[src/design/assert_macros.svh]
// Assertion macros for the top-level design file.
`ifndef ASSERT_MACROS_SVH
`define ASSERT_MACROS_SVH

`ifndef SYNTH

// Consequent must hold in the same cycle as the antecedent.
`define ASSERT_IMPLY(lbl, clk, rst_n, ante, cons) \
    lbl: assert property (@(posedge clk) disable iff (!rst_n) (ante) |-> (cons)) \
        else $error("assertion failed: consequent does not hold");

// Consequent must hold in the cycle after the antecedent.
`define ASSERT_NEXT(lbl, clk, rst_n, ante, cons) \
    lbl: assert property (@(posedge clk) disable iff (!rst_n) (ante) |=> (cons)) \
        else $error("assertion failed: consequent does not follow");

`else

`define ASSERT_IMPLY(lbl, clk, rst_n, ante, cons)
`define ASSERT_NEXT(lbl, clk, rst_n, ante, cons)

`endif

`endif

[src/design/tbc_pkg.sv]
// Package with the types and constants of the blob centroid block.
`timescale 1ns / 1ps

package tbc_pkg;

    localparam int CFG_THR_W  = 8;
    localparam int CFG_SIZE_W = 11;
    localparam int PIXEL_W    = 8;
    localparam int CENTER_W   = 16;
    localparam int CNT_W      = 21;

    localparam logic [CNT_W-1:0]      CNT_MAX    = 21'h1F_FFFF;
    localparam logic [CENTER_W-1:0]   CENTER_MAX = 16'hFFFF;

    localparam logic [CFG_THR_W-1:0]  THRESHOLD_RESET = 8'h80;
    localparam logic [CFG_SIZE_W-1:0] WIDTH_RESET     = 11'd640;
    localparam logic [CFG_SIZE_W-1:0] HEIGHT_RESET    = 11'd480;

    // Frame records waiting for the divider.
    localparam int QUEUE_DEPTH = 2;

    typedef enum logic [1:0] {
        REG_THRESHOLD    = 2'd0,
        REG_FRAME_WIDTH  = 2'd1,
        REG_FRAME_HEIGHT = 2'd2
    } t_reg_idx;

    typedef struct packed {
        logic [CFG_THR_W-1:0]  threshold;
        logic [CFG_SIZE_W-1:0] frame_width;
        logic [CFG_SIZE_W-1:0] frame_height;
    } t_cfg;

    typedef enum logic [1:0] {
        ST_IDLE,
        ST_DIV_X,
        ST_DIV_Y,
        ST_DONE
    } t_back_state;

endpackage

[src/design/tbc_queue.sv]
// Short queue of frame records between the front end and the divider.
`timescale 1ns / 1ps

module tbc_queue import tbc_pkg::*; #(
    parameter int DATA_W = 81
) (
    input  logic              i_clk,
    input  logic              i_rst_n,
    input  logic              i_push_valid,
    output logic              o_push_ready,
    input  logic [DATA_W-1:0] i_push_data,
    output logic              o_pop_valid,
    input  logic              i_pop_ready,
    output logic [DATA_W-1:0] o_pop_data
);

    localparam int PW = (QUEUE_DEPTH > 1) ? $clog2(QUEUE_DEPTH) : 1;
    localparam int NW = $clog2(QUEUE_DEPTH + 1);

    logic [DATA_W-1:0] r_mem [QUEUE_DEPTH];
    logic [PW-1:0]     r_wr_ptr, r_rd_ptr;
    logic [NW-1:0]     r_fill;
    logic              w_push, w_pop;

    assign o_push_ready = r_fill != NW'(QUEUE_DEPTH);
    assign o_pop_valid  = r_fill != '0;
    assign o_pop_data   = r_mem[r_rd_ptr];
    assign w_push       = i_push_valid && o_push_ready;
    assign w_pop        = o_pop_valid && i_pop_ready;

    always_ff @(posedge i_clk) begin
        if (w_push) begin
            r_mem[r_wr_ptr] <= i_push_data;
        end
    end

    always_ff @(posedge i_clk) begin
        if (!i_rst_n) begin
            r_wr_ptr <= '0;
            r_rd_ptr <= '0;
            r_fill   <= '0;
        end else begin
            if (w_push) begin
                r_wr_ptr <= (r_wr_ptr == PW'(QUEUE_DEPTH - 1)) ? '0 : r_wr_ptr + 1'b1;
            end
            if (w_pop) begin
                r_rd_ptr <= (r_rd_ptr == PW'(QUEUE_DEPTH - 1)) ? '0 : r_rd_ptr + 1'b1;
            end
            if (w_push && !w_pop) begin
                r_fill <= r_fill + 1'b1;
            end else if (w_pop && !w_push) begin
                r_fill <= r_fill - 1'b1;
            end
        end
    end

endmodule

[config.mk]
export PLATFORM = sky130hd
export DESIGN_NAME = tbc_queue
export DESIGN_NICKNAME = d
export VERILOG_FILES = /design/src/design/assert_macros.svh /design/src/design/tbc_pkg.sv /design/src/design/tbc_queue.sv
export SDC_FILE = /design/constraint.sdc
export NUM_CORES = 1
export LEC_CHECK = 0
export BUFFER_PORTS_ARGS = -buffer_cell sky130_fd_sc_hd__buf_2
export CAP_MARGIN = 20
export CORE_MARGIN = 2
export CORE_UTILIZATION = 30
export DETAILED_ROUTE_END_ITERATION = 6
export SETUP_SLACK_MARGIN = 0.05
export SYNTH_ARGS = -nofsm -noshare
export SYNTH_HDL_FRONTEND = slang
export SYNTH_SLANG_ARGS = --single-unit
export TNS_END_PERCENT = 20
[constraint.sdc]
create_clock -name i_clk -period 3.3 [get_ports i_clk]
set_clock_uncertainty 0.05 [all_clocks]
set_input_delay 0 -clock i_clk [delete_from_list [all_inputs] [get_ports i_clk]]
set_output_delay 0 -clock i_clk [all_outputs]
set_load 0.03 [all_outputs]
Word-level counts from Yosys, hierarchy flattened
Memory sizes are Yosys's and may differ from the RTL's. A register that Yosys moved wholly into a read port is not among the register bits. Index checks and enable logic that the tools add are counted.

Add/subtract/negate cells: 4. Equality and inequality tests: 1. Mux-type cells: 8. Reductions and logical operators: 8.

Operators with widths (count): two-way mux 1 bit (6); logical AND 1 bit (4); two-way mux 2 bit (2); nonzero test 2 bit (2); adder 1 bit (second input constant) (2); adder 2 x 1 -> 2 bit (second input constant) (1); zero test 1 bit (2); != test 2 bit (second input constant) (1); subtractor 2 x 1 -> 2 bit (second input constant) (1).

Bits in registers: 4. Memory bits (writable): 162. Bits of input ports: 85. Output and inout bits: 83. Word-level logic and storage cells: 25. Memories kept: 1.

Memories: r_mem (depth 2, width 81, rd ports 1, clocked after memory_dff 1, wr ports 1, RTL line tbc_queue.sv:20) `logic [DATA_W-1:0] r_mem [QUEUE_DEPTH];`.

Logic depth before layout (Yosys ltp)
Depth after elaboration: 6. Depth in mapped cells: 6. Depth with buffers taken out: 6.

Least setup slack after synthesis
No wires, ideal clock.

Kind: register to register. From: register r_fill[0]. To: memory r_mem[1][0] (enable). Library setup time: 0.449 ns. Data arrival time: 2.569 ns. Data required time: 2.801 ns. Slack: 0.232 ns. Cell stages (with the launch flop): 3. Path buffers: 0. Period minus slack after synthesis: 3.068 ns. Cell sequence: dfxtp_1 nand2b_4 and3_1.

Longest elaborated chain between the ends: 4.

Ends and longest elaborated chain: start: declaration (RTL line tbc_queue.sv:22) `logic [NW-1:0] r_fill;`; start signal: assignment (RTL line tbc_queue.sv:50) `r_fill <= r_fill + 1'b1;`; start signal: assignment (RTL line tbc_queue.sv:52) `r_fill <= r_fill - 1'b1;`; != test 2 bit (RTL line tbc_queue.sv:25) `assign o_push_ready = r_fill != NW'(QUEUE_DEPTH);`; named net o_push_ready (RTL line tbc_queue.sv:10) `output logic o_push_ready,`; logical AND 1 bit (RTL line tbc_queue.sv:28) `assign w_push = i_push_valid && o_push_ready;`; two-way mux 1 bit (RTL line tbc_queue.sv:32) `if (w_push) begin`; two-way mux 1 bit (not written as such) (RTL line tbc_queue.sv:33) `r_mem[r_wr_ptr] <= i_push_data;`; end: declaration (RTL line tbc_queue.sv:20).

The timed path passes the listed nets, and every way through them passes these cells.

==> qor.csv <==
metric,value,unit
status,"finished, final reports clean",
crit path kind,reg -> out,
Max-Cap Viols,0,
TritonCTS clock tree,done,
initial antenna violation count,0,
chip height,146.4,um
Final min period,2.035,ns
Pwr Total,6606,uW
most frequent cells in the layout,"buf_2 (167), edfxtp_1 (162), dlygate4sd3_1 (84)",
Logic pwr share,0.293,
final setup violation count,0,
Crit path depth,3,
HP Class,in -> reg,
antenna cells,0,
slowest CP cell,dfxtp_4,
# DRC,0,
unrepaired setup endpoints after global routing,no,
"Max FO, Critical Path",49,
clock share of power,0.286,
critical path cell sequence,buf_16 > mux2_2 > buf_2,
Die W,146.4,um
"commonest non-fill, non-tap cell in the layout",buf_2,
mapped cell area,6085,sq um
share of the synthesized area in the top cell type,0.7995,
Placed Instances,706,
switching part of the total,0.3195,
grt total ovfl,0,
WP buf/inv,2,
worst slew pin tran,0.6594,ns
Setup crit start kind,flip-flop,
Multi-input gate area,1056,sq um
CTS H-tree depth,4,
largest net degree at the start of global routing,82,
top achievable clock speed,491.4,MHz
post-synthesis adder-cell area fraction,0.002056,
post-synth top area cell,edfxtp_1,
required time of the worst setup path,3.25,ns
ANT nets after route,0,
internal power,4495,uW
first-pass GRT wire length,19.24,mm
post-route met1 wirelength,5.377,mm
GP Congestion,0.6721,
Routed WL,12.37,mm
NetSw,2111,uW
cts hold-fix bufs,84,
Clock Pin Slew Worst Setup and Hold Paths,0.06,ns
Max clock buf depth,2,
critical path capture point type,output port,
Nets,626,
number of global-route vias before repair,3807,
Core ar.,20040,sq um
"top cells by area, synth","edfxtp_1 (80%), mux2_2 (15%), dfxtp_1 (1.6%), buf_4 (0.99%), and2_1 (0.41%)",
P&R area growth vs syn,42.53,%
Top Family by Delay on Critical Path,flip-flops,
Synth Warn #,0,
share of cells above drive strength 1,0.5163,
metal3 WL,647,um
Crit path largest cell delay,0.65,ns
die area,21440,sq um
post-synthesis simple-gate area fraction,0.01069,
WHS Path Cells,4,
WHS,0.01987,ns
Compound-Gate Fraction of Synth Area,0.005758,
fill count,1823,
highest routed layer,met4,
Detailed Place HPWL,7.276,mm
number of top-level pins,168,
Tcrit/Tclk final,0.6166,
final setup TNS,0,ns
R2R depth,4,
WL/cell,15.05,um
WP data arrival,1.98,ns
total track usage,0.1176,
Fin. Hold Viols,0,
non-filler instance count after layout,822,
Initial Utilization,0.3036,
Pwr Density,761.8,nW/um^2
slew margin rel.,0.5604,
CTS buffer count,17,
sequential-to-total area share from yosys stat,0.8160,
Mapped Cells,276,
via count,3449,
P_leak,0.003216,uW
CTS root buf,clkbuf_16,
setup bufs post-CTS,0,
Port Buf Inserts,167,
CTS Sinks,167,
drt pass-1 iters,4,
main combinational cell family by area after synthesis,multiplexers,
"flops & latches, synth",167,
sequential power share,0.420,
Mean Syn Cell Area,22.05,sq um
VDD IR-drop max,0.3745,mV
syn_nets,362,
multiplexer area fraction after synthesis,0.1499,
post-synthesis xor/xnor area fraction,0.004318,
fin. max-slew vios,0,
FP Rows,52,
met2 WL,6.203,mm
initial drt markers,168,
Unique masters post-synth,20,
vias per std cell,4.196,
Storage cell area,4969,sq um
Resize count post-CTS,0,
Skew-Pair Late Insertion Delay,0.42,ns
[state kept, by name (all words and copies together), names as in the netlist, named ones only]
register and cells:
r_rd_ptr 1, r_mem 162, r_fill 2, r_wr_ptr 1
[worst paths after layout]
kind	endpoint	start	slack, ns
worst min register to register	r_fill[1]	r_fill[1]	0.51
worst max register to register	r_mem[0][3]	r_fill[0]	1.29
worst min-delay path	flip-flop	i_pop_ready	0.02
worst max-delay path	o_pop_data[61]	flip-flop	1.27
[through the flow]
stage | utilization | cell area (sq um) | setup slack, ns
after floorplan | - | 6085 | 0.2320
after global placement | 0.3615 | 7243 | 1.308
after detailed placement | 0.3615 | 7243 | 1.243
after CTS | 0.4314 | 8645 | 1.009
after global routing | 0.4328 | 8672 | 1.135
final | 0.4328 | 8672 | 1.265
[per-layer routing]
| layer | GRT usage | up-vias |
|---|---|---|
| met1 | 0.1386 | 1687 |
| met5 | 0 | - |
| met4 | 0.04806 | 0 |
| met2 | 0.2019 | 123 |
| met3 | 0.03500 | 8 |
| li1 | - | 1631 |
[cells in the mapped netlist]
cell type / number
edfxtp_1: 162
mux2_2: 81
buf_4: 8
dfxtp_1: 5
and2_1: 4
xnor2_1: 2
a21bo_2: 1
a21boi_0: 1
a21boi_1: 1
and3_1: 1
buf_2: 1
ha_1: 1
inv_1: 1
nand2b_4: 1
nand3b_1: 1
o21ai_0: 1
o21ai_1: 1
or2_2: 1
or3_1: 1
xor2_1: 1
[power groups by stage]
stage	sequential (uW)	combinational (uW)	clock [uW]
floorplan	2760	1410	0
global placement	2890	1750	0
detailed placement	2910	1760	0
CTS	2870	1860	1960
global route	2810	2050	2050
finish	2780	1940	1890
[cell families after synthesis]
| group | count (synthesis) |
|---|---|
| DFF | 167 |
| muxes | 81 |
| buffers and inverters | 10 |
| and+or+nand+nor | 9 |
| AOI/OAI and AO/OA | 5 |
| xor gates and xnor gates | 3 |
| adders and majority gates | 1 |
[worst reg2reg max path, stage by stage, from the launching register on]
cell      delay, ns
dfxtp_1        0.36
nand2b_4       0.18
nand3b_1       0.13
clkinv_2       0.53
buf_12         0.44
[final cells by class]
| cell class | instances | share of cell area |
|---|---|---|
| clock buffer | 18 | 0.04949 |
| clock inverter | 13 | 0.01515 |
| inverter | 1 | 0.0005771 |
| multi-input combinational | 99 | 0.1218 |
| sequential | 167 | 0.5729 |
| tap | 270 | 0.03896 |
| timing repair buffer | 254 | 0.2011 |
No activity file was read; power rests on OpenSTA's default activity.
